## src/rtl/core/i2cm_pkg.sv

```systemverilog
`default_nettype none

package i2cm_pkg;

   // register widths
   localparam int unsigned PhaseWidth = 10;
   localparam int unsigned StepWidth  = 4;
   localparam int unsigned CountWidth = 4;
   localparam int unsigned ByteWidth  = 8;
   localparam int unsigned CsrIdxWidth = 2;

   // reset values of the phase registers
   localparam logic [PhaseWidth-1:0] WRITE_PHASE_RESET = 10'd5;
   localparam logic [PhaseWidth-1:0] READ_PHASE_RESET  = 10'd10;

   // bits per byte transfer
   localparam logic [CountWidth-1:0] BITS_PER_BYTE = 4'd8;

   // register indexes
   localparam logic [CsrIdxWidth-1:0] CSR_WRITE_PHASE = 2'd0;
   localparam logic [CsrIdxWidth-1:0] CSR_READ_PHASE  = 2'd1;

   // sequence step codes, reused by every command
   localparam logic [StepWidth-1:0] STEP_0 = 4'd0;
   localparam logic [StepWidth-1:0] STEP_1 = 4'd1;
   localparam logic [StepWidth-1:0] STEP_2 = 4'd2;
   localparam logic [StepWidth-1:0] STEP_3 = 4'd3;
   localparam logic [StepWidth-1:0] STEP_4 = 4'd4;
   localparam logic [StepWidth-1:0] STEP_5 = 4'd5;
   localparam logic [StepWidth-1:0] STEP_6 = 4'd6;

   typedef enum logic [1:0] {
      CMD_START = 2'd0,
      CMD_STOP  = 2'd1,
      CMD_WRITE = 2'd2,
      CMD_READ  = 2'd3
   } cmd_type;

   typedef struct packed {
      logic                 cmd_valid;
      logic [1:0]           mode;
      logic [ByteWidth-1:0] data_byte;
      logic                 ack_to_send;
      logic                 sda_in;
   } req_type;

   typedef struct packed {
      logic                 scl_level;
      logic                 sda_release;
      logic                 busy_res;
      logic                 done_res;
      logic [ByteWidth-1:0] read_byte;
      logic                 ack_received;
   } rsp_type;

   // sequencer state
   typedef struct packed {
      cmd_type               cmd;
      logic [StepWidth-1:0]  step;
      logic [CountWidth-1:0] bit_count;
      logic [ByteWidth-1:0]  shift_byte;
      logic [PhaseWidth-1:0] wait_count;
      logic                  scl;
      logic                  sda;
      logic                  busy;
      logic                  ack;
      logic [ByteWidth-1:0]  rx_byte;
      logic                  ack_send;
   } seq_state_type;

endpackage

`default_nettype wire

```

## src/rtl/core/i2cm_step.sv

```systemverilog
`default_nettype none

// One sequence step: acts on the lines and picks the next step and wait.
module i2cm_step (
   input  var i2cm_pkg::seq_state_type       cur,
   input  var logic [i2cm_pkg::PhaseWidth-1:0] write_phase,
   input  var logic [i2cm_pkg::PhaseWidth-1:0] read_phase,
   input  var logic                          sda_in,
   output i2cm_pkg::seq_state_type           nxt,
   output logic                              finish
);

   logic [i2cm_pkg::PhaseWidth-1:0] w_len;
   logic [i2cm_pkg::PhaseWidth-1:0] r_len;
   logic [i2cm_pkg::CountWidth-1:0] bc_inc;

   // zero phase acts as one
   assign w_len  = (write_phase == '0) ? i2cm_pkg::PhaseWidth'(1) : write_phase;
   assign r_len  = (read_phase == '0) ? i2cm_pkg::PhaseWidth'(1) : read_phase;
   assign bc_inc = cur.bit_count + i2cm_pkg::CountWidth'(1);

   always_comb begin
      nxt        = cur;
      nxt.wait_count = '0;
      finish     = 1'b0;
      unique case (cur.cmd)
         i2cm_pkg::CMD_START: begin
            unique case (cur.step)
               i2cm_pkg::STEP_0: begin
                  nxt.wait_count = w_len; nxt.step = i2cm_pkg::STEP_1;
               end
               i2cm_pkg::STEP_1: begin
                  nxt.scl = 1'b1; nxt.sda = 1'b1;
                  nxt.wait_count = w_len; nxt.step = i2cm_pkg::STEP_2;
               end
               i2cm_pkg::STEP_2: begin
                  nxt.sda = 1'b0; nxt.wait_count = w_len; nxt.step = i2cm_pkg::STEP_3;
               end
               i2cm_pkg::STEP_3: begin
                  nxt.scl = 1'b0; finish = 1'b1;
               end
               default: finish = 1'b1;
            endcase
         end
         i2cm_pkg::CMD_STOP: begin
            unique case (cur.step)
               i2cm_pkg::STEP_0: begin
                  nxt.sda = 1'b0; nxt.wait_count = w_len; nxt.step = i2cm_pkg::STEP_1;
               end
               i2cm_pkg::STEP_1: begin
                  nxt.scl = 1'b1; nxt.wait_count = w_len; nxt.step = i2cm_pkg::STEP_2;
               end
               i2cm_pkg::STEP_2: begin
                  nxt.sda = 1'b1; nxt.wait_count = w_len; nxt.step = i2cm_pkg::STEP_3;
               end
               default: finish = 1'b1;
            endcase
         end
         i2cm_pkg::CMD_WRITE: begin
            unique case (cur.step)
               // data bit out, MSB first
               i2cm_pkg::STEP_0: begin
                  nxt.sda = cur.shift_byte[i2cm_pkg::ByteWidth-1];
                  nxt.wait_count = w_len; nxt.step = i2cm_pkg::STEP_1;
               end
               i2cm_pkg::STEP_1: begin
                  nxt.scl = 1'b1; nxt.wait_count = w_len; nxt.step = i2cm_pkg::STEP_2;
               end
               i2cm_pkg::STEP_2: begin
                  nxt.scl = 1'b0;
                  nxt.shift_byte = {cur.shift_byte[i2cm_pkg::ByteWidth-2:0], 1'b0};
                  nxt.bit_count = bc_inc;
                  nxt.step = (bc_inc < i2cm_pkg::BITS_PER_BYTE) ? i2cm_pkg::STEP_0
                                                                : i2cm_pkg::STEP_3;
               end
               // acknowledge clock
               i2cm_pkg::STEP_3: begin
                  nxt.sda = 1'b1; nxt.wait_count = w_len; nxt.step = i2cm_pkg::STEP_4;
               end
               i2cm_pkg::STEP_4: begin
                  nxt.scl = 1'b1; nxt.step = i2cm_pkg::STEP_5;
               end
               i2cm_pkg::STEP_5: begin
                  nxt.ack = sda_in;
                  nxt.wait_count = w_len - i2cm_pkg::PhaseWidth'(1);
                  nxt.step = i2cm_pkg::STEP_6;
               end
               i2cm_pkg::STEP_6: begin
                  nxt.scl = 1'b0; finish = 1'b1;
               end
               default: finish = 1'b1;
            endcase
         end
         i2cm_pkg::CMD_READ: begin
            unique case (cur.step)
               i2cm_pkg::STEP_0: begin
                  nxt.sda = 1'b1; nxt.wait_count = r_len; nxt.step = i2cm_pkg::STEP_1;
               end
               i2cm_pkg::STEP_1: begin
                  nxt.scl = 1'b1; nxt.step = i2cm_pkg::STEP_2;
               end
               // sample one tick after the rise
               i2cm_pkg::STEP_2: begin
                  nxt.shift_byte = {cur.shift_byte[i2cm_pkg::ByteWidth-2:0], sda_in};
                  nxt.wait_count = r_len - i2cm_pkg::PhaseWidth'(1);
                  nxt.step = i2cm_pkg::STEP_3;
               end
               i2cm_pkg::STEP_3: begin
                  nxt.scl = 1'b0;
                  nxt.bit_count = bc_inc;
                  nxt.wait_count = r_len;
                  nxt.step = (bc_inc < i2cm_pkg::BITS_PER_BYTE) ? i2cm_pkg::STEP_1
                                                                : i2cm_pkg::STEP_4;
               end
               i2cm_pkg::STEP_4: begin
                  nxt.sda = cur.ack_send; nxt.wait_count = r_len; nxt.step = i2cm_pkg::STEP_5;
               end
               i2cm_pkg::STEP_5: begin
                  nxt.scl = 1'b1; nxt.wait_count = r_len; nxt.step = i2cm_pkg::STEP_6;
               end
               i2cm_pkg::STEP_6: begin
                  nxt.scl = 1'b0; nxt.rx_byte = cur.shift_byte; finish = 1'b1;
               end
               default: finish = 1'b1;
            endcase
         end
         default: finish = 1'b1;
      endcase
   end

endmodule

`default_nettype wire

```

## src/rtl/core/i2c_master_byte_engine.sv

```systemverilog
`default_nettype none

// Channel   Direction  Handshake             Payload
// req_      in         req_valid/req_stall   i2cm_pkg::req_type (one time tick)
// rsp_      out        rsp_valid/rsp_stall   i2cm_pkg::rsp_type (line levels, status)
// csr_      in         csr_we                csr_index, csr_wdata
//
// Every accepted tick yields one response in the next cycle; a tick every cycle
// unless a held response stalls the request side. The sequencer step logic sits
// between the state/config registers and the response register.
// Reset (synchronous) puts SCL and SDA high, idle, phases 5 and 10 ticks.
// A held response stalls the request side; nothing else does.
module i2c_master_byte_engine (
   input  var logic                            clock,
   input  var logic                            reset,
   input  var logic                            req_valid,
   output logic                                req_stall,
   input  var i2cm_pkg::req_type               req_data,
   output logic                                rsp_valid,
   input  var logic                            rsp_stall,
   output i2cm_pkg::rsp_type                   rsp_data,
   input  var logic                            csr_we,
   input  var logic [i2cm_pkg::CsrIdxWidth-1:0] csr_index,
   input  var logic [i2cm_pkg::PhaseWidth-1:0] csr_wdata
);

   logic [i2cm_pkg::PhaseWidth-1:0] write_phase_ff;
   logic [i2cm_pkg::PhaseWidth-1:0] read_phase_ff;
   i2cm_pkg::seq_state_type         state_ff;
   i2cm_pkg::seq_state_type         state_in;
   i2cm_pkg::seq_state_type         pre_state;
   i2cm_pkg::seq_state_type         step_state;
   logic                            step_finish;
   logic                            run_step;
   logic                            done;
   logic                            accept;
   logic                            rsp_valid_ff;
   logic                            rsp_valid_in;
   i2cm_pkg::rsp_type               rsp_data_ff;
   i2cm_pkg::rsp_type               rsp_data_in;

   // response register frees up when taken
   assign req_stall = rsp_valid_ff & rsp_stall;
   assign accept    = req_valid & ~req_stall;

   // configuration writes
   always_ff @(posedge clock) begin
      if (reset) begin
         write_phase_ff <= i2cm_pkg::WRITE_PHASE_RESET;
         read_phase_ff  <= i2cm_pkg::READ_PHASE_RESET;
      end else if (csr_we) begin
         if (csr_index == i2cm_pkg::CSR_WRITE_PHASE) write_phase_ff <= csr_wdata;
         if (csr_index == i2cm_pkg::CSR_READ_PHASE)  read_phase_ff  <= csr_wdata;
      end
   end

   // idle: load a new command before its first step
   always_comb begin
      pre_state = state_ff;
      if (!state_ff.busy) begin
         pre_state.cmd       = i2cm_pkg::cmd_type'(req_data.mode);
         pre_state.step      = i2cm_pkg::STEP_0;
         pre_state.bit_count = '0;
         pre_state.busy      = 1'b1;
         if (i2cm_pkg::cmd_type'(req_data.mode) == i2cm_pkg::CMD_WRITE) begin
            pre_state.shift_byte = req_data.data_byte;
         end else if (i2cm_pkg::cmd_type'(req_data.mode) == i2cm_pkg::CMD_READ) begin
            pre_state.shift_byte = '0;
            pre_state.ack_send   = req_data.ack_to_send;
         end
      end
   end

   assign run_step = state_ff.busy ? (state_ff.wait_count == '0) : req_data.cmd_valid;

   i2cm_step u_step (
      .cur         (pre_state),
      .write_phase (write_phase_ff),
      .read_phase  (read_phase_ff),
      .sda_in      (req_data.sda_in),
      .nxt         (step_state),
      .finish      (step_finish)
   );

   // next state for this tick
   always_comb begin
      state_in = state_ff;
      done     = 1'b0;
      if (run_step) begin
         state_in = step_state;
         if (step_finish) begin
            state_in.busy = 1'b0;
            done          = 1'b1;
         end
      end else if (state_ff.busy) begin
         state_in.wait_count = state_ff.wait_count - i2cm_pkg::PhaseWidth'(1);
      end
   end

   always_ff @(posedge clock) begin
      if (reset) begin
         state_ff <= '{cmd: i2cm_pkg::CMD_START, step: i2cm_pkg::STEP_0,
                       bit_count: '0, shift_byte: '0, wait_count: '0,
                       scl: 1'b1, sda: 1'b1, busy: 1'b0, ack: 1'b0,
                       rx_byte: '0, ack_send: 1'b0};
      end else if (accept) begin
         state_ff <= state_in;
      end
   end

   // response register
   always_comb begin
      rsp_data_in.scl_level    = state_in.scl;
      rsp_data_in.sda_release  = state_in.sda;
      rsp_data_in.busy_res     = state_in.busy;
      rsp_data_in.done_res     = done;
      rsp_data_in.read_byte    = state_in.rx_byte;
      rsp_data_in.ack_received = state_in.ack;
   end

   assign rsp_valid_in = accept | (rsp_valid_ff & rsp_stall);

   always_ff @(posedge clock) begin
      if (reset) begin
         rsp_valid_ff <= 1'b0;
      end else begin
         rsp_valid_ff <= rsp_valid_in;
      end
   end

   always_ff @(posedge clock) begin
      if (accept) begin
         rsp_data_ff <= rsp_data_in;
      end
   end

   assign rsp_valid = rsp_valid_ff;
   assign rsp_data  = rsp_data_ff;

endmodule

`default_nettype wire

```

## config.mk

```make
export PLATFORM = sky130hd
export DESIGN_NAME = i2c_master_byte_engine
export DESIGN_NICKNAME = d
export VERILOG_FILES = /design/src/rtl/core/i2cm_pkg.sv /design/src/rtl/core/i2cm_step.sv /design/src/rtl/core/i2c_master_byte_engine.sv
export SDC_FILE = /design/constraint.sdc
export NUM_CORES = 1
export LEC_CHECK = 0
export BUFFER_PORTS_ARGS = -buffer_cell sky130_fd_sc_hd__buf_4
export CAP_MARGIN = 20
export CORE_UTILIZATION = 60
export DETAILED_ROUTE_END_ITERATION = 10
export GPL_TIMING_DRIVEN = 0
export PLACE_DENSITY = 0.81
export REMOVE_ABC_BUFFERS = 1
export SLEW_MARGIN = 0
export SYNTH_ARGS = -nofsm -noshare
export SYNTH_HDL_FRONTEND = slang
export SYNTH_SLANG_ARGS = --single-unit
```

## constraint.sdc

```tcl
create_clock -name clock -period 4.1 [get_ports clock]
set_input_delay 0.205 -clock clock [delete_from_list [all_inputs] [get_ports clock]]
set_output_delay 0.205 -clock clock [all_outputs]
set_load 0.02 [all_outputs]
```

* Yosys cells after proc, flatten, opt, wreduce, memory -nomap -nowiden
Cells that the tools add are included.
** Storage, ports and cells
- Bits in registers :: 75
- Word-level logic and storage cells :: 105
** Cells by class
- Add/subtract/negate cells :: 4
- Order comparisons :: 1
- Equality and inequality tests :: 12
- Multiplexer cells :: 43
- Bitwise logic cells :: 4
- Reduce and logical (&&, ||, !) cells :: 21
** Operators with widths (count)
- 2-to-1 mux 10 bit :: 5
- one-hot mux 12 bit (4 select lines) :: 1
- one-hot mux 4 bit (6 select lines) :: 2
- 2-to-1 mux 8 bit :: 5
- one-hot mux 10 bit (2 select lines) :: 2
- zero test 10 bit :: 3
- subtractor 10 x 1 -> 10 bit, second input constant :: 3
- one-hot mux 12 bit (2 select lines) :: 1
- one-hot mux 4 bit (3 select lines) :: 2
- 2-to-1 mux 18 bit :: 1
- one-hot mux 1 bit (2 select lines) :: 8
- 2-to-1 mux 13 bit :: 1
- == test 4 x 3 -> 1 bit, second input constant :: 3
- 2-to-1 mux 12 bit :: 1
- OR reduction 2 bit :: 6
- 2-to-1 mux 1 bit :: 11
- == test 2 bit, second input constant :: 4
- == test 4 x 2 -> 1 bit, second input constant :: 2
- AND reduction 2 bit :: 4
- OR reduction 3 bit :: 2
- OR reduction 6 bit :: 1
- adder 4 x 1 -> 4 bit, second input constant :: 1
- == test 2 x 1 -> 1 bit, second input constant :: 2
- == test 4 x 1 -> 1 bit, second input constant :: 1
- 11 further kinds :: 13

* Longest topological paths before layout
Gate-level depths: netlist (run 1).
- Depth after elaboration :: 10
- Mapped depth :: 10
- Gate-level depth less buffers :: 8

* By module
From an unflattened synthesis (run 1), not the netlist that was laid out.
** Second synthesis, totals
- Cells, all modules :: 600
- Area total of the unflattened synthesis :: 4908.5 um^2
** Modules (own cells, without submodules)
- i2c_master_byte_engine :: instances 1, cells an instance 379, area each 3470.8 um^2
- i2cm_step :: instances 1, cells an instance 221, area each 1437.6 um^2

* Worst setup path before layout (run 1)
No wires, ideal clock.
- Path kind :: flip-flop to flip-flop
- Start point :: reg rsp_valid_ff (netlist: rsp_valid)
- End point :: reg state_ff, in the netlist pre_state[22]
- Arrival :: 2339 ps
- Setup slack :: 1624 ps
- Cell stages (with the launch flop) :: 9
- Path buffers :: 1
- Period minus slack after synthesis :: 2476 ps
- Cell sequence :: dfxtp_1 > and2_1 > nand2b_1 > clkinv_1 > o21ai_1 > clkbuf_1 > nor2_1 > o21ai_0 > a31oi_1
** Between the ends
- Cells in the longest elaborated chain, start to end :: 4
** Ends and longest elaborated chain
- start, declared :: line i2c_master_byte_engine.sv:37 : logic rsp_valid_ff;
- start signal, assigned :: line i2c_master_byte_engine.sv:127 : rsp_valid_ff <= rsp_valid_in;
- bitwise AND 1 bit :: line i2c_master_byte_engine.sv:43 : assign req_stall = rsp_valid_ff & rsp_stall;
- via req_stall :: line i2c_master_byte_engine.sv:17 : output logic req_stall,
- NOT 1 bit :: line i2c_master_byte_engine.sv:44 : assign accept = req_valid & ~req_stall;
- bitwise AND 1 bit :: line i2c_master_byte_engine.sv:44
- via accept :: line i2c_master_byte_engine.sv:36 : logic accept;
- AND reduction 2 bit (no source line)
- end signal, assigned :: line i2c_master_byte_engine.sv:102 : state_ff <= '{cmd: i2cm_pkg::CMD_START, step: i2cm_pkg::STEP_0,
- end signal, assigned :: line i2c_master_byte_engine.sv:107 : state_ff <= state_in;
- end, declared :: line i2c_master_byte_engine.sv:29 : i2cm_pkg::seq_state_type state_ff;
The timed path passes the listed nets, and every way through them passes these cells.
A chain may end at the register's enable or synchronous reset.

* Final worst setup path (run 1)
- Start point :: reg state_ff[10] (netlist name)
- End point :: reg state_ff[23] (netlist name)
** Between the ends
- Cells in the longest elaborated chain, start to end :: 4
- Elaborated cells on any way between the ends :: 9
** Ends and longest elaborated chain
- 2-to-1 mux 18 bit :: line i2c_master_byte_engine.sv:60 : if (!state_ff.busy) begin
- == test 4 x 2 -> 1 bit :: line i2cm_step.sv:60, i2cm_step.sv:95
- 2-to-1 mux 8 bit or 2-to-1 mux 12 bit (tied branches) :: line i2cm_step.sv:95, i2cm_step.sv:60
- one-hot mux 12 bit (2 select lines) :: line i2cm_step.sv:26 : unique case (cur.cmd)
Parallel ways exist; a longest one is shown, timed or not.

==> results of run 1 <==
[repair_timing]
item / CTS / global route
endpoints found under the setup margin: 0 / 9
buffers inserted: 0 / 2
gates resized for setup: 0 / 0
[synth_stat cells (all sizes together) (3+ instances only)]
| cell type | instances | area share, % |
|---|---|---|
| nor2 | 87 | 7.7 |
| dfxtp | 62 | 29 |
| nand2 | 51 | 4.5 |
| o21ai | 41 | 4.7 |
| a21oi | 37 | 4.3 |
| mux2i | 28 | 6.4 |
| a31oi | 24 | 3.5 |
| clkbuf | 22 | 1.9 |
| nor3 | 20 | 2.3 |
| a211oi | 13 | 2.5 |
| edfxtp | 13 | 9.0 |
| and2 | 12 | 1.7 |
| buf | 9 | 1.1 |
| nand3 | 9 | 1.0 |
| a211o | 8 | 1.6 |
| and3 | 7 | 1.0 |
| inv | 7 | 0.60 |
| nand2b | 7 | 1.0 |
| nor4 | 7 | 1.0 |
| nor2b | 6 | 0.86 |
| nand4 | 5 | 1.1 |
| nor3b | 5 | 0.86 |
| nand3b | 4 | 0.69 |
| o211ai | 4 | 0.69 |
| o22ai | 4 | 0.58 |
| or4 | 4 | 0.78 |
| a41oi | 3 | 0.60 |
| ha | 3 | 0.86 |
| mux2 | 3 | 0.78 |
| o41ai | 3 | 1.0 |
| or3 | 3 | 0.43 |
[logic make-up (layout without fill, tap and decap cells)]
| kind of cell | Yosys count | count (layout) | share of synthesized area (%) |
|---|---|---|---|
| AO/OA/AOI/OAI | 157 | 157 | 23.6 |
| multiplexers | 31 | 31 | 7.23 |
| flip-flops | 75 | 75 | 37.5 |
| AND/OR/NAND/NOR | 235 | 235 | 26.7 |
| XOR/XNOR | 2 | 2 | 0.403 |
| buffers and inverters | 40 | 73 | 3.74 |
| adder cells (fa/ha/maj) | 3 | 3 | 0.864 |
[cell usage in the layout (no fill, tap or decap), types with 8 or more instances in the layout]
| master | synthesis | layout |
|---|---|---|
| a211o_1 | 8 | 8 |
| a211oi_1 | 11 | 11 |
| a21oi_1 | 37 | 37 |
| a31oi_1 | 24 | 24 |
| and2_1 | 12 | 12 |
| buf_4 | 0 | 47 |
| clkbuf_8 | 0 | 9 |
| dfxtp_1 | 62 | 62 |
| edfxtp_1 | 13 | 13 |
| mux2i_1 | 28 | 28 |
| nand2_1 | 50 | 50 |
| nand3_1 | 9 | 9 |
| nor2_1 | 86 | 86 |
| nor3_1 | 20 | 20 |
| o21ai_0 | 39 | 39 |
[registers in the layout, summed over array words and instances (netlist names)]
signal / flops
pre_state: 21
state_ff: 20
rsp_data: 13
read_phase_ff: 10
write_phase_ff: 10
rsp_valid: 1
[routing by layer]
metal  routed length, µm  vias to the layer above
met5                   0                        -
li1                    -                     2056
met1                4970                     2027
met3                 852                       41
met2                5480                      221
met4                 399                        0
[worst paths after layout]
check / from / end / cells past startpoint
hold reg to reg: pre_state[9] / pre_state[9] / 2
hold / removal: csr_wdata[0] / write_phase_ff[0] / 2
setup / recovery: state_ff[10] / state_ff[23] / 7
setup reg to reg: state_ff[10] / state_ff[23] / 7
[power groups by stage]
| stage | combinational [mW] | sequential, mW | clock, mW |
|---|---|---|---|
| after global routing | 0.323 | 0.826 | 0.663 |
| after floorplan | 0.180 | 0.833 | 0 |
| after detailed placement | 0.285 | 0.836 | 0 |
| final | 0.295 | 0.821 | 0.626 |
| after global placement | 0.276 | 0.834 | 0 |
| after CTS | 0.287 | 0.819 | 0.629 |
[final cells by class]
type	count	share of cell area [%]
clock buffers	9	2.51
clock inverters	6	1.83
inverters	9	0.686
multi-input cells	428	51.9
flip-flops and latches	75	33.1
well taps	96	2.44
repair buffers	49	7.49
[metrics by stage]
stage               std cells  utilization [%]  setup TNS (ps)  hold slack [ps]
floorplan                 512                -               0              270
global placement          652             67.6           -10.0              418
detailed placement        654             67.9               0              426
CTS                       669             71.0               0             62.2
global route              672             71.3               0             63.1
finish                    672             71.3               0             61.9
[critical path, stage by stage, from the launching register on]
cell and delay [ps]:
dfxtp_1 900, clkinv_1 530, o41a_1 720, nor2_1 540, buf_4 330, o211ai_1 110, o21ai_0 110, nor2_1 50
==> qor.txt, run 1 <==
status - complete, no violations
design area - 4930 µm²
Final Total Pwr - 1.74 mW
max-slew violations - 0
synthesized area per cell - 8.00 µm²
Max Fclk - 293 MHz
routability cong. - 0.940
Slew HR - 31.3%
Port-buffer cells - 44
site row count - 30
Worst Skew - 15.0 ps
ant diodes - 0
vias in the first global route - 3944
Synth Flop Type - dfxtp_1
Tmin final - 3410 ps
Final ANT Viol Nets - 0
critical path arrival - 3640 ps
Routed WL per cell - 17.4 µm
crit-path max FO - 28
CTS tree - built
grt total ovfl - 0
reg2reg setup slack - 690 ps
Hold/Removal Path Class - primary input to register
sw frac - 29.1%
Die ar. - 7590 µm²
Synth cell types - 65
worst slew pin tran - 1020 ps
GRT Total Usage - 32.0%
number of synthesized flops with an enable pin - 13
synthesized cell area - 4350 µm²
max_cap viols - 0
Crit. End Element - register
Max VDD drop - 0.227 mV
Place WS - 312 ps
post-layout net count - 605
Final Hold Fails - 0
Gate power share - 16.9%
Root Driver - clkbuf_8
startpoint types - register
IO Pins - 45
register area share after synthesis - 37.5%
placed instance area - 4690 µm²
Clock Path Buffers - 2
CTS clock-pin slew for the worst setup and hold paths - 90 ps
H-tree levels - 3
share of cells above drive strength 1 - 13.9%
final setup violation count - 0
P_int - 1.23 mW
clk_lat worst skew - 360 ps
GRT met3 Usage - 4.55%
busiest grt layer - met2
Filler cells - 582
DRT Pass-1 Iters - 5
unrepaired setup endpoints after global routing - false
Pwr Density - 354 nW/µm²
critical path type - register to register
met1 capacity usage during global routing - 41.7%
Worst EP required - 4330 ps
final period utilization - 83.2%
Num CTS Buffers - 9
Die H - 87.1 µm
Net Sw Power - 508 µW
leakage - 1.85 nW
sequential cell area - 1630 µm²
clk sink count - 75
part of the power in the clock network - 35.9%
post-DP HPWL - 8.18 mm
grt met2 use - 52.1%
drt first-iter violations - 320
final wirelength - 11.7 mm
Yosys reg bits - 75
Hold Buf Count CTS - 0
Worst Setup Slack, final - 690 ps
Via-to-Cell Ratio - 6.47
Remaining DRCs - 0
area of the core - 6910 µm²
synthesis warning total - 0
P&R area growth vs syn - 13.3%
Syn Inst Count - 543
first-pass GRT wire length - 18.9 mm
total number of vias - 4345
die width - 87.1 µm
number of antenna violations at the first check in global routing - 0
Initial Util - 62.9%
Seq pwr share - 47.1%
Async SR Flop Fraction - 0%
largest net degree at the start of global routing - 64
multi-input logic area - 2560 µm²
(Power assumes the default switching activity.)
==> inputs of run 2 (changes only) <==
- CORE_UTILIZATION: 60 -> 54
- PLACE_DENSITY: 0.81 -> 0.77
- clock period: 4.1 -> 2.94 ns (I/O delays scaled with it)
==> run 2 against run 1 <==
  * Worst hold slack got worse by 59 ps
  * Count of clock-buffer cells in the layout unchanged
  * Global-route usage decreased by 3.7 points
  * Final area increased by 0.69%
  * Combinational power increased by 42%
==> qor.txt, run 2 (same netlist as run 1, synthesis figures left out) <==
Routed WL per cell - 16.8 µm (-3.7%)
GRT Total Usage - 28.3% (-3.7 points)
Hold/Removal Path Class - primary input to register
clk_lat worst skew - 360 ps (about the same)
ant diodes - 0 (unchanged)
share of cells above drive strength 1 - 15.3% (+1.5 points)
Pwr Density - 472 nW/µm² (+33%)
critical path type - register to register
Die ar. - 8410 µm² (+11%)
unrepaired setup endpoints after global routing - false
setup TNS - 0 ps (unchanged)
GRT met3 Usage - 4.48% (-0.072 points)
Slew HR - 33.3% (+2.1 points)
Gate power share - 17.9% (+1.0 points)
slowest cell delay on critical path - 670 ps (-230 ps)
most frequent cells in the layout - 85 x nor2_1, 61 x dfxtp_1, 50 x nand2_1
Final ANT Viol Nets - 0 (unchanged)
grt total ovfl - 0 (unchanged)
Net Sw Power - 759 µW (+50%)
status - complete, no violations
DRT Pass-1 Iters - 6 (+1)
Crit. End Element - register
final period utilization - 94.1% (+11 points)
final wirelength - 11.4 mm (-2.2%)
Final Total Pwr - 2.34 mW (+34%)
Port-buffer cells - 44 (unchanged)
Hold Path Depth - 2 (unchanged)
Max Fclk - 361 MHz (+23%)
routability cong. - 0.929 (-1.2%)
max_cap viols - 0 (unchanged)
Filler cells - 708 (+22%)
Tmin final - 2770 ps (-643 ps)
P_int - 1.58 mW (+28%)
Num CTS Buffers - 9 (unchanged)
leakage - 1.86 nW (+0.70%)
total number of vias - 4343 (-0.046%)
Via-to-Cell Ratio - 6.37 (-1.5%)
clk sink count - 75 (unchanged)
site row count - 32 (+6.7%)
final setup violation count - 0 (unchanged)
post-layout net count - 608 (+0.50%)
H-tree levels - 3 (unchanged)
IO Pins - 45 (unchanged)
Remaining DRCs - 0 (unchanged)
critical path arrival - 3020 ps (-620 ps)
Worst Skew - 7.65 ps (-7.31 ps)
slowest CP cell - dfxtp_2
Clock Path Buffers - 2 (unchanged)
startpoint types - register
drt first-iter violations - 385 (+20%)
placed instance area - 4710 µm² (+0.35%)
Die H - 91.7 µm (+5.3%)
first-pass GRT wire length - 19.0 mm (+0.59%)
number of antenna violations at the first check in global routing - 0 (unchanged)
max reg flops - 21 (unchanged)
worst slew pin tran - 991 ps (-33.3 ps)
Initial Util - 56.0% (-7.0 points)
Seq pwr share - 48.9% (+1.8 points)
largest net degree at the start of global routing - 64 (unchanged)
commonest non-fill, non-tap cell in the layout - nor2_1
crit-path max FO - 28 (unchanged)
Root Driver - clkbuf_8
CTS clock-pin slew for the worst setup and hold paths - 90 ps (about the same)
grt met2 use - 46.2% (-5.9 points)
Max VDD drop - 0.272 mV (+20%)
part of the power in the clock network - 33.2% (-2.7 points)
die width - 91.7 µm (+5.3%)
max-slew violations - 0 (unchanged)
Worst EP required - 3200 ps (-1130 ps)
sw frac - 32.5% (+3.3 points)
vias in the first global route - 3938 (-0.15%)
path depth of the worst reg2reg path - 6 (-1)
busiest grt layer - met2
CTS tree - built
design area - 4960 µm² (+0.69%)
area of the core - 7770 µm² (+12%)
met1 capacity usage during global routing - 36.3% (-5.4 points)
Final Hold Fails - 0 (unchanged)
post-DP HPWL - 7.86 mm (-3.9%)
P&R area growth vs syn - 14.1%
worst path cell trace - clkinvlp_4, a211oi_1, nor2_1, a22oi_1, nand4_1, a32o_1
[run 2: cell types whose count changed in the layout (fill, tap and decap cells not counted), sizes merged]
cell	change
bufinv	-2
buf	+3
dlygate4sd3	+1
clkinv	-2
inv	+4
clkinvlp	+1
clkbuf	-1
[run 2: what timing repair did]
| item | in CTS | in global routing |
|---|---|---|
| gates resized for setup | 5 | 2 |
| hold buffers | 1 | 0 |
| setup buffers | 4 | 0 |
| endpoints found under the setup margin | 49 | 18 |
| pin swaps | 1 | 0 |
| endpoints found under the hold margin | 1 | 0 |
[run 2: per-stage QoR]
step	hold slack (ps)	setup WS (ps)	instances	utilization, %
3_5_place_dp	365	-722	661	60.6
6_report	2.64	173	682	63.9
5_1_grt	2.18	13.8	682	63.9
2_1_floorplan	212	-33.9	512	-
3_3_place_gp	359	-1210	658	60.2
4_1_cts	2.94	71.7	682	63.7
[run 2: worst paths after layout]
| kind | start | endpoint | slack [ps] |
|---|---|---|---|
| setup / recovery | state_ff[10] | pre_state[14] | 170 |
| hold / removal | csr_wdata[0] | write_phase_ff[0] | 3 |
| setup reg to reg | state_ff[10] | pre_state[14] | 170 |
| hold reg to reg | state_ff[29] | state_ff[29] | 450 |
[run 2: area by class of cell]
type / count / area (µm²) / share of cell area, %
inverter: 9 / 38.8 / 0.782
sequential: 75 / 1630 / 32.9
clock inverter: 7 / 65.1 / 1.31
timing repair buffer: 52 / 398 / 8.02
clock buffer: 9 / 124 / 2.50
multi-input combinational: 428 / 2570 / 51.9
tap: 102 / 128 / 2.57
[run 2: per-layer routing]
metal	vias up	part of all wire, %
met4	0	2.8
li1	2069	-
met3	39	7.9
met1	2000	42
met2	235	47
met5	-	0
[run 2: power by group through the flow]
stage	Combinational [mW]	Clock, mW	Sequential [mW]
global placement	0.385	0	1.16
finish	0.419	0.776	1.14
CTS	0.411	0.787	1.14
global route	0.458	0.822	1.15
detailed placement	0.397	0	1.16
floorplan	0.251	0	1.16
[run 2: worst max-delay path: cells and delay by family, from the launching register on]
kind	cells	cell delay [ps]
buf+inv	1	390
compound gates	3	1180
flops	1	670
simple gates	2	430
